`config.mk`:
```
export PLATFORM = sky130hd
export DESIGN_NAME = mips_integer_execute_unit
export DESIGN_NICKNAME = d
export VERILOG_FILES = /design/src/hw/rtl/miu_pkg.sv /design/src/hw/rtl/miu_ram.sv /design/src/hw/rtl/miu_muldiv.sv /design/src/hw/rtl/mips_integer_execute_unit.sv
export SDC_FILE = /design/constraint.sdc
export NUM_CORES = 2
export LEC_CHECK = 0
export ABC_AREA = 1
export BUFFER_PORTS_ARGS = -buffer_cell sky130_fd_sc_hd__buf_4
export CORE_MARGIN = 2
export CORE_UTILIZATION = 45
export DETAILED_ROUTE_END_ITERATION = 7
export PLACE_DENSITY = 0.6
export REMOVE_ABC_BUFFERS = 1
export SYNTH_ARGS = -nofsm -noshare
export SYNTH_HDL_FRONTEND = slang
export SYNTH_SLANG_ARGS = --single-unit
```
`constraint.sdc`:
```
create_clock -name aclk -period 37.5 [get_ports aclk]
set_input_delay 1.875 -clock aclk [delete_from_list [all_inputs] [get_ports aclk]]
set_output_delay 1.875 -clock aclk [all_outputs]
set_load 0.03 [all_outputs]
```
`src/hw/rtl/miu_pkg.sv`:
```
`timescale 1ns / 1ps
// ----------------------------------------------------------------------------
// miu_pkg
// Shared opcodes, constants and types of the integer execute unit.
// ----------------------------------------------------------------------------
package miu_pkg;

    localparam int unsigned RegCount = 32;
    localparam int unsigned RegAddrW = 5;
    localparam int unsigned WordW    = 32;

    localparam logic [31:0] MASK_LOW24  = 32'h00ffffff;
    localparam logic [31:0] MASK_HIGH24 = 32'hffffff00;
    localparam logic [31:0] MASK_ALIGN  = 32'hfffffffc;
    localparam logic [31:0] MASK_WORD   = 32'hffffffff;

    typedef enum logic [4:0] {
        OP_ADD   = 5'd0,  OP_ADDU = 5'd1,  OP_ADDI = 5'd2,  OP_ADDIU = 5'd3,
        OP_SUB   = 5'd4,  OP_SUBU = 5'd5,  OP_MULT = 5'd6,  OP_MULTU = 5'd7,
        OP_DIV   = 5'd8,  OP_DIVU = 5'd9,  OP_LB   = 5'd10, OP_LBU   = 5'd11,
        OP_LH    = 5'd12, OP_LHU  = 5'd13, OP_LW   = 5'd14, OP_LWL   = 5'd15,
        OP_LWR   = 5'd16, OP_SB   = 5'd17, OP_SH   = 5'd18, OP_SW    = 5'd19,
        OP_SWL   = 5'd20, OP_SWR  = 5'd21
    } opcode_t;

    typedef struct packed {
        logic        start;
        logic        is_signed;
        logic        is_div;
        logic [31:0] a;
        logic [31:0] b;
    } md_req_t;

    typedef struct packed {
        logic        done;
        logic [31:0] hi;
        logic [31:0] lo;
    } md_rsp_t;

endpackage

```
`src/hw/rtl/miu_ram.sv`:
```
`timescale 1ns / 1ps
// ----------------------------------------------------------------------------
// miu_ram
// Generic single-write, dual-read RAM with registered read data.
// ----------------------------------------------------------------------------
module miu_ram #(
    parameter int unsigned Width = 32,
    parameter int unsigned Depth = 32
) (
    input  logic                     aclk,
    input  logic                     we,
    input  logic [$clog2(Depth)-1:0] waddr,
    input  logic [Width-1:0]         wdata,
    input  logic [$clog2(Depth)-1:0] raddr_a,
    input  logic [$clog2(Depth)-1:0] raddr_b,
    output logic [Width-1:0]         rdata_a,
    output logic [Width-1:0]         rdata_b
);
    logic [Width-1:0] mem [Depth];

    always_ff @(posedge aclk) begin
        if (we) begin
            mem[waddr] <= wdata;
        end
        rdata_a <= mem[raddr_a];
        rdata_b <= mem[raddr_b];
    end
endmodule

```
`src/hw/rtl/miu_muldiv.sv`:
```
`timescale 1ns / 1ps
// ----------------------------------------------------------------------------
// miu_muldiv
// Multiply by 16x32 partial products, low half then high half, plus a sign step,
// and a radix-2 restoring divide, with R3000 divide-by-zero results.
// ----------------------------------------------------------------------------
module miu_muldiv (
    input  logic              aclk,
    input  logic              aresetn,
    input  miu_pkg::md_req_t  req,
    output miu_pkg::md_rsp_t  rsp
);
    import miu_pkg::*;

    logic        busy_reg, busy_next;
    logic        div_reg, div_next;
    logic [5:0]  cnt_reg, cnt_next;
    logic [31:0] ma_reg, ma_next;      // multiplicand / dividend shift
    logic [31:0] mb_reg, mb_next;      // multiplier / divisor magnitude
    logic [63:0] acc_reg, acc_next;
    logic [32:0] rem_reg, rem_next;
    logic        negq_reg, negq_next, negr_reg, negr_next;
    logic        sgn_reg, sgn_next;
    logic        zero_reg, zero_next;
    logic [31:0] a0_reg, a0_next;
    logic        done_reg, done_next;
    logic [31:0] hi_reg, hi_next, lo_reg, lo_next;

    logic [31:0] abs_a, abs_b;
    logic [47:0] pp;
    logic [32:0] trial;
    logic [63:0] prod_s;

    always_comb begin
        abs_a = (req.is_signed && req.a[31]) ? (32'd0 - req.a) : req.a;
        abs_b = (req.is_signed && req.b[31]) ? (32'd0 - req.b) : req.b;
        pp    = {32'd0, cnt_reg[0] ? ma_reg[31:16] : ma_reg[15:0]} * {16'd0, mb_reg};
        trial = {rem_reg[31:0], ma_reg[31]} - {1'b0, mb_reg};
        prod_s = negq_reg ? (64'd0 - acc_reg) : acc_reg;

        busy_next = busy_reg; div_next = div_reg; cnt_next = cnt_reg;
        ma_next = ma_reg; mb_next = mb_reg; acc_next = acc_reg; rem_next = rem_reg;
        negq_next = negq_reg; negr_next = negr_reg; sgn_next = sgn_reg;
        zero_next = zero_reg; a0_next = a0_reg;
        done_next = 1'b0; hi_next = hi_reg; lo_next = lo_reg;

        if (!busy_reg && req.start) begin
            busy_next = 1'b1;
            div_next  = req.is_div;
            cnt_next  = '0;
            ma_next   = abs_a;
            mb_next   = abs_b;
            acc_next  = '0;
            rem_next  = '0;
            negq_next = req.is_signed && (req.a[31] ^ req.b[31]);
            negr_next = req.is_signed && req.a[31];
            sgn_next  = req.is_signed;
            zero_next = (req.b == 32'd0);
            a0_next   = req.a;
        end else if (busy_reg && !div_reg) begin
            if (cnt_reg[1]) begin
                // apply the product sign in a step of its own
                busy_next = 1'b0;
                done_next = 1'b1;
                {hi_next, lo_next} = prod_s;
            end else begin
                if (cnt_reg[0]) begin
                    acc_next = acc_reg + {pp, 16'd0};
                end else begin
                    acc_next = acc_reg + {16'd0, pp};
                end
                cnt_next = cnt_reg + 6'd1;
            end
        end else if (busy_reg) begin
            // shift one dividend bit into the partial remainder
            if (!trial[32]) begin
                rem_next = {1'b0, trial[31:0]};
            end else begin
                rem_next = {rem_reg[31:0], ma_reg[31]};
            end
            ma_next  = {ma_reg[30:0], !trial[32]};
            cnt_next = cnt_reg + 6'd1;
            if (cnt_reg == 6'd31) begin
                busy_next = 1'b0;
                done_next = 1'b1;
                if (zero_reg) begin
                    hi_next = a0_reg;
                    lo_next = (sgn_reg && a0_reg[31]) ? 32'd1 : MASK_WORD;
                end else begin
                    lo_next = negq_reg ? (32'd0 - ma_next) : ma_next;
                    hi_next = negr_reg ? (32'd0 - rem_next[31:0]) : rem_next[31:0];
                end
            end
        end
    end

    always_ff @(posedge aclk) begin
        if (!aresetn) begin
            busy_reg <= 1'b0;
            done_reg <= 1'b0;
        end else begin
            busy_reg <= busy_next;
            done_reg <= done_next;
        end
        div_reg <= div_next; cnt_reg <= cnt_next; ma_reg <= ma_next; mb_reg <= mb_next;
        acc_reg <= acc_next; rem_reg <= rem_next; negq_reg <= negq_next;
        negr_reg <= negr_next; sgn_reg <= sgn_next; zero_reg <= zero_next;
        a0_reg <= a0_next; hi_reg <= hi_next; lo_reg <= lo_next;
    end

    assign rsp.done = done_reg;
    assign rsp.hi   = hi_reg;
    assign rsp.lo   = lo_reg;
endmodule

```
`src/hw/rtl/mips_integer_execute_unit.sv`:
```
`timescale 1ns / 1ps
// ----------------------------------------------------------------------------
// mips_integer_execute_unit
// Executes one decoded integer instruction against the register file.
// ----------------------------------------------------------------------------
// ALU, load and store items go through register file read, execute with write
// back, then the output register; multiply and divide also wait for the shared
// multiply/divide unit. One item at a time: no new item is taken until the last
// result is loaded into the output register, which holds while its earlier
// result is not yet taken. Reset clears the register file by a sweep, one entry
// per cycle, during which no item is accepted; HI and LO reset to zero at once.
module mips_integer_execute_unit (
    input  logic        aclk,
    input  logic        aresetn,
    input  logic        s_valid,
    output logic        s_ready,
    input  logic [4:0]  s_opcode,
    input  logic [4:0]  s_dest_index,
    input  logic [4:0]  s_source_index,
    input  logic [4:0]  s_target_index,
    input  logic signed [15:0] s_immediate,
    input  logic [31:0] s_access_address,
    input  logic [31:0] s_memory_word,
    output logic        m_valid,
    input  logic        m_ready,
    output logic        m_store_valid,
    output logic [31:0] m_store_address,
    output logic [31:0] m_store_word,
    output logic        m_register_written,
    output logic [31:0] m_written_value,
    output logic        m_overflow
);
    import miu_pkg::*;

    typedef enum logic [5:0] {
        ST_CLEAR = 6'b000001,
        ST_IDLE  = 6'b000010,
        ST_READ  = 6'b000100,
        ST_EXEC  = 6'b001000,
        ST_MD    = 6'b010000,
        ST_OUT   = 6'b100000
    } state_t;

    state_t state_reg, state_next;
    logic [RegAddrW:0] clr_reg, clr_next;

    logic [4:0]  op_reg, rd_reg, rs_reg, rt_reg;
    logic [15:0] imm_reg;
    logic [31:0] addr_reg, mem_reg;
    logic [31:0] hi_reg, lo_reg;

    logic        we;
    logic [4:0]  waddr;
    logic [31:0] wdata, ra, rb;

    md_req_t req;
    md_rsp_t rsp;

    logic        ov_valid_reg;
    logic        o_sv_reg, o_rw_reg, o_ov_reg;
    logic [31:0] o_sa_reg, o_sw_reg, o_wv_reg;

    miu_ram #(.Width(WordW), .Depth(RegCount)) u_regs (
        .aclk(aclk), .we(we), .waddr(waddr), .wdata(wdata),
        .raddr_a(rs_reg), .raddr_b(rt_reg), .rdata_a(ra), .rdata_b(rb)
    );

    miu_muldiv u_md (.aclk(aclk), .aresetn(aresetn), .req(req), .rsp(rsp));

    // execute datapath
    logic [31:0] a, b, imm, value;
    logic [4:0]  shift, hshift, dst;
    logic        st_valid, wr, ovf;
    logic [31:0] st_word;
    logic        is_md;

    always_comb begin
        a = (rs_reg == 5'd0) ? 32'd0 : ra;
        b = (rt_reg == 5'd0) ? 32'd0 : rb;
        imm = {{16{imm_reg[15]}}, imm_reg};
        shift  = {addr_reg[1:0], 3'b000};
        hshift = {addr_reg[1], 4'b0000};
        st_valid = 1'b0; wr = 1'b0; ovf = 1'b0;
        st_word = '0; value = '0; dst = '0; is_md = 1'b0;
        case (op_reg)
            OP_ADD, OP_ADDU: begin
                value = a + b; dst = rd_reg; wr = 1'b1;
                ovf = (op_reg == OP_ADD) && ((a[31] ^ value[31]) & (b[31] ^ value[31]));
            end
            OP_ADDI, OP_ADDIU: begin
                value = a + imm; dst = rt_reg; wr = 1'b1;
                ovf = (op_reg == OP_ADDI) && ((a[31] ^ value[31]) & (imm[31] ^ value[31]));
            end
            OP_SUB, OP_SUBU: begin
                value = a - b; dst = rd_reg; wr = 1'b1;
                ovf = (op_reg == OP_SUB) && ((a[31] ^ b[31]) & (a[31] ^ value[31]));
            end
            OP_MULT, OP_MULTU, OP_DIV, OP_DIVU: is_md = 1'b1;
            OP_LB:  begin value = {{24{mem_reg[shift+7]}}, 8'(mem_reg >> shift)};
                    dst = rt_reg; wr = 1'b1; end
            OP_LBU: begin value = {24'd0, 8'(mem_reg >> shift)}; dst = rt_reg; wr = 1'b1; end
            OP_LH:  begin value = {{16{mem_reg[hshift+15]}}, 16'(mem_reg >> hshift)};
                    dst = rt_reg; wr = 1'b1; end
            OP_LHU: begin value = {16'd0, 16'(mem_reg >> hshift)}; dst = rt_reg; wr = 1'b1; end
            OP_LW:  begin value = mem_reg; dst = rt_reg; wr = 1'b1; end
            OP_LWL: begin
                value = (b & (MASK_LOW24 >> shift)) | (mem_reg << (5'd24 - shift));
                dst = rt_reg; wr = 1'b1;
            end
            OP_LWR: begin
                value = (b & (MASK_HIGH24 << (5'd24 - shift))) | (mem_reg >> shift);
                dst = rt_reg; wr = 1'b1;
            end
            OP_SB: begin
                st_word = (mem_reg & ~(32'h000000ff << shift)) | ({24'd0, b[7:0]} << shift);
                st_valid = 1'b1;
            end
            OP_SH: begin
                st_word = (mem_reg & ~(32'h0000ffff << hshift)) | ({16'd0, b[15:0]} << hshift);
                st_valid = 1'b1;
            end
            OP_SW: begin st_word = b; st_valid = 1'b1; end
            OP_SWL: begin
                st_word = (b >> (5'd24 - shift)) | (mem_reg & (MASK_HIGH24 << shift));
                st_valid = 1'b1;
            end
            OP_SWR: begin
                st_word = (b << shift) | (mem_reg & (MASK_LOW24 >> (5'd24 - shift)));
                st_valid = 1'b1;
            end
            default: ;
        endcase
        if (ovf || dst == 5'd0) wr = 1'b0;
        if (!wr) value = '0;
    end

    assign req.start     = (state_reg == ST_EXEC) && is_md;
    assign req.is_signed = (op_reg == OP_MULT) || (op_reg == OP_DIV);
    assign req.is_div    = (op_reg == OP_DIV) || (op_reg == OP_DIVU);
    assign req.a         = a;
    assign req.b         = b;

    always_comb begin
        we = 1'b0; waddr = dst; wdata = value;
        if (state_reg == ST_CLEAR) begin
            we = 1'b1; waddr = clr_reg[RegAddrW-1:0]; wdata = '0;
        end else if (state_reg == ST_EXEC) begin
            we = wr;
        end
    end

    always_comb begin
        state_next = state_reg;
        clr_next = clr_reg;
        unique case (state_reg)
            ST_CLEAR: begin
                clr_next = clr_reg + 1'b1;
                if (clr_reg == (RegAddrW+1)'(RegCount - 1)) state_next = ST_IDLE;
            end
            ST_IDLE:  if (s_valid) state_next = ST_READ;
            ST_READ:  state_next = ST_EXEC;
            ST_EXEC:  state_next = is_md ? ST_MD : ST_OUT;
            ST_MD:    if (rsp.done) state_next = ST_OUT;
            ST_OUT:   if (!ov_valid_reg || m_ready) state_next = ST_IDLE;
            default:  state_next = ST_CLEAR;
        endcase
    end

    assign s_ready = (state_reg == ST_IDLE);

    always_ff @(posedge aclk) begin
        if (!aresetn) begin
            state_reg    <= ST_CLEAR;
            clr_reg      <= '0;
            ov_valid_reg <= 1'b0;
            hi_reg       <= '0;
            lo_reg       <= '0;
        end else begin
            state_reg <= state_next;
            clr_reg   <= clr_next;
            if (rsp.done) begin
                hi_reg <= rsp.hi;
                lo_reg <= rsp.lo;
            end
            // hold the result until its transfer; next item result follows
            if (state_reg == ST_OUT && (!ov_valid_reg || m_ready)) begin
                ov_valid_reg <= 1'b1;
            end else if (m_ready) begin
                ov_valid_reg <= 1'b0;
            end
        end
        if (s_valid && s_ready) begin
            op_reg <= s_opcode; rd_reg <= s_dest_index; rs_reg <= s_source_index;
            rt_reg <= s_target_index; imm_reg <= s_immediate;
            addr_reg <= s_access_address; mem_reg <= s_memory_word;
        end
        if (state_reg == ST_EXEC) begin
            o_sv_reg <= st_valid;
            o_sa_reg <= st_valid ? (addr_reg & MASK_ALIGN) : 32'd0;
            o_sw_reg <= st_word;
            o_rw_reg <= wr;
            o_wv_reg <= value;
            o_ov_reg <= ovf;
        end
    end

    // output register: loaded from the execute results on the way out
    logic        r_sv_reg, r_rw_reg, r_ov_reg;
    logic [31:0] r_sa_reg, r_sw_reg, r_wv_reg;
    always_ff @(posedge aclk) begin
        if (state_reg == ST_OUT && (!ov_valid_reg || m_ready)) begin
            r_sv_reg <= o_sv_reg; r_sa_reg <= o_sa_reg; r_sw_reg <= o_sw_reg;
            r_rw_reg <= o_rw_reg; r_wv_reg <= o_wv_reg; r_ov_reg <= o_ov_reg;
        end
    end

    assign m_valid            = ov_valid_reg;
    assign m_store_valid      = r_sv_reg;
    assign m_store_address    = r_sa_reg;
    assign m_store_word       = r_sw_reg;
    assign m_register_written = r_rw_reg;
    assign m_written_value    = r_wv_reg;
    assign m_overflow         = r_ov_reg;

    logic unused_hilo;
    assign unused_hilo = ^{hi_reg, lo_reg};
endmodule

```
==> out/metrics.yaml <==
clock-sinks: 1404
wl_mm: 308.2
grt_usage_pct: 36.61
synth_top_area_share_pct: 54.85
drcViolationCount: 0
drv_slew: 0
htree_levels: 4
ioPinCount: 205
netlist_area_um2: 72210
antenna_found_initial: 20
setup_ws_ns: 29.83
dr.pass1.iters: 7
crit_path_max_incr_delay_ns: 1.02
ys.flop_type: "edfxtp_1"
gp_congestion: 1.029
final_antenna_net_count: 0
synth_warnings: 0
dieArea_um2: 163700
syn_avg_cell_area_um2: 9.264
cts_resized: 0
row_count: 147
rsz0062_at_grt: "no"
ys_seq_area_share_pct: 57.21
insertion_delay_ns: 0.83
finalClockSkew_ns: 0.08329
synth_edf_count: 1319
crit_type: "reg2reg"
critPathTopFamily: "simple AND/OR/NAND/NOR gates"
wl_per_cell_um: 30.85
path_cells: "buf_4, inv_4, nand3_4, nand2_1, inv_1, ha_1, inv_1, a21oi_1, inv_1, a21oi_1, nand2_1, nand2_1, nand2_1, nand2_1, nand2_1, nand2_1, nand2_1, nand2_1, nand2_1, nor2_4, nand3_4, a21oi_4, buf_4"
endpoint_kind: "register"
clk_pin_slew_ns: 0.07
cp_common_cell: "nand2_1"
core_um2: 160000
stdcell_count: 9989
worst-path-buf-inv: 6
synthDistinctLibCells: 58
cts_buffers: 152
slew_headroom_pct: 8.704
period_share_pct: 20.45
fmax_ghz: 0.1304
fin_crit_ns: 7.669
min_path_type: "reg2reg"
hpwl_mm: 201.2
p_leak_nw: 29.08
grt_max_degree: 164
cp_max_fo: 46
finalHoldViolations: 0
start_util_pct: 45.13
ys_seq_elements: 1404
drv_cap: 0
nets: 7958
cts_tree: "built"
power.total_mw: 4.280
netlist_top_cells_area: "edfxtp_1, o21ai_0, nor2_1"
post_cts_buffers: 0
chipHeight_um: 404.6
place_inst: 9711
drt-initial-drc-count: 10370
largest_register_ffs: 1024
dr_total_vias: 64760
ir_worst_vdd_uv: 50.46
hold_buffers: 0
fp.dieW_um: 404.6
viasPerCell: 6.483
first_global_vias: 60120
overflow: 0
cp.arrival_ns: 8.10
syn-instance-count: 7795
cp.required_ns: 37.94
max_slew.worst_pin.slew_ns: 1.368
crit_path_top_delay_cell: "a21oi_4"
p_per_area_nw_per_um2: 52.69
cts_buffer_depth: 3
area_growth_pct: 12.49
grt_pass1_wl_mm: 432.8
pre_cts_ws_ns: 30.00
yosysTopAreaCell: "edfxtp_1"
start_kind: "register"
setup_violations: 0
tns_ns: 0
async_flop_share_pct: 0
status: "completed"
yosysMostFrequentCell: "nor2_1"
portBuffers: 202
synth_common_cells: "nor2_1, o21ai_0, edfxtp_1"
cts_root_buf: "clkbuf_16"
drive_gt1_share_pct: 9.726
[cells by family after synthesis]
kind of cell / after synthesis / share of synthesized area [%]
simple gates: 2747 / 15.33
compound gates: 2499 / 20.06
flops: 1404 / 57.21
buf+inv: 1031 / 5.534
fa+ha+maj: 74 / 1.282
mux: 32 / 0.4990
xor+xnor: 7 / 0.08490
other cells: 1 / 0.005193
[routing by layer]
layer | track usage, % | wire length [um] | vias up
li1 | - | - | 28010
met1 | 47.26 | 114500 | 31290
met2 | 57.46 | 139000 | 4606
met3 | 7.903 | 34830 | 841
met4 | 20.14 | 19700 | 16
met5 | 0 | 105 | -
[worst paths after layout]
| path | depth (start not counted) | slack (ns) | endpoint | from |
|---|---|---|---|---|
| setup reg to reg | 23 | 29.83 | u_regs.mem[15][23]$_DFFE_PP_ | rs_reg[3]$_DFFE_PP_ |
| setup / recovery | 23 | 29.83 | u_regs.mem[15][23]$_DFFE_PP_ | rs_reg[3]$_DFFE_PP_ |
| hold / removal | 0 | 0.41 | m_store_word[13]$_DFFE_PP_ | o_sw_reg[13]$_DFFE_PN_ |
| hold reg to reg | 0 | 0.41 | m_store_word[13]$_DFFE_PP_ | o_sw_reg[13]$_DFFE_PN_ |
[power breakdown]
part / total [mW] / internal [mW] / switching (mW) / leakage (nW)
clock: 1.56 / 0.903 / 0.657 / 2.49
sequential: 1.98 / 1.91 / 0.0732 / 12.8
combinational: 0.737 / 0.159 / 0.578 / 13.8
[stage by stage]
stage / utilization, % / hold WS (ns) / cell area (um^2)
global route: 50.76 / 0.4154 / 81220
floorplan: - / 0.4003 / 70060
detailed placement: 47.52 / 0.4045 / 76050
finish: 50.76 / 0.4103 / 81230
global placement: 47.52 / 0.4006 / 76050
CTS: 50.75 / 0.4109 / 81200
[cells in the final DEF (no fill, tap or decap), types with 155 or more instances in the layout]
| master | n |
|---|---|
| nand3_1 | 233 |
| o221ai_1 | 214 |
| nor2_1 | 1455 |
| clkbuf_16 | 155 |
| nand2_1 | 888 |
| a21oi_1 | 271 |
| inv_1 | 458 |
| o21ai_0 | 1382 |
| edfxtp_1 | 1319 |
| o22ai_1 | 358 |
| buf_4 | 365 |
[area by class of cell]
cell class / count / area [um^2]
diodes: 7 / 17.52
flip-flops and latches: 1404 / 41310
inverters: 490 / 1884
fillers: 14470 / 78790
clock inverters: 84 / 1092
clock buffers: 186 / 4065
repair buffers: 371 / 2860
well taps: 2086 / 2610
multi-input cells: 5361 / 27390
(Power assumes the default switching activity.)
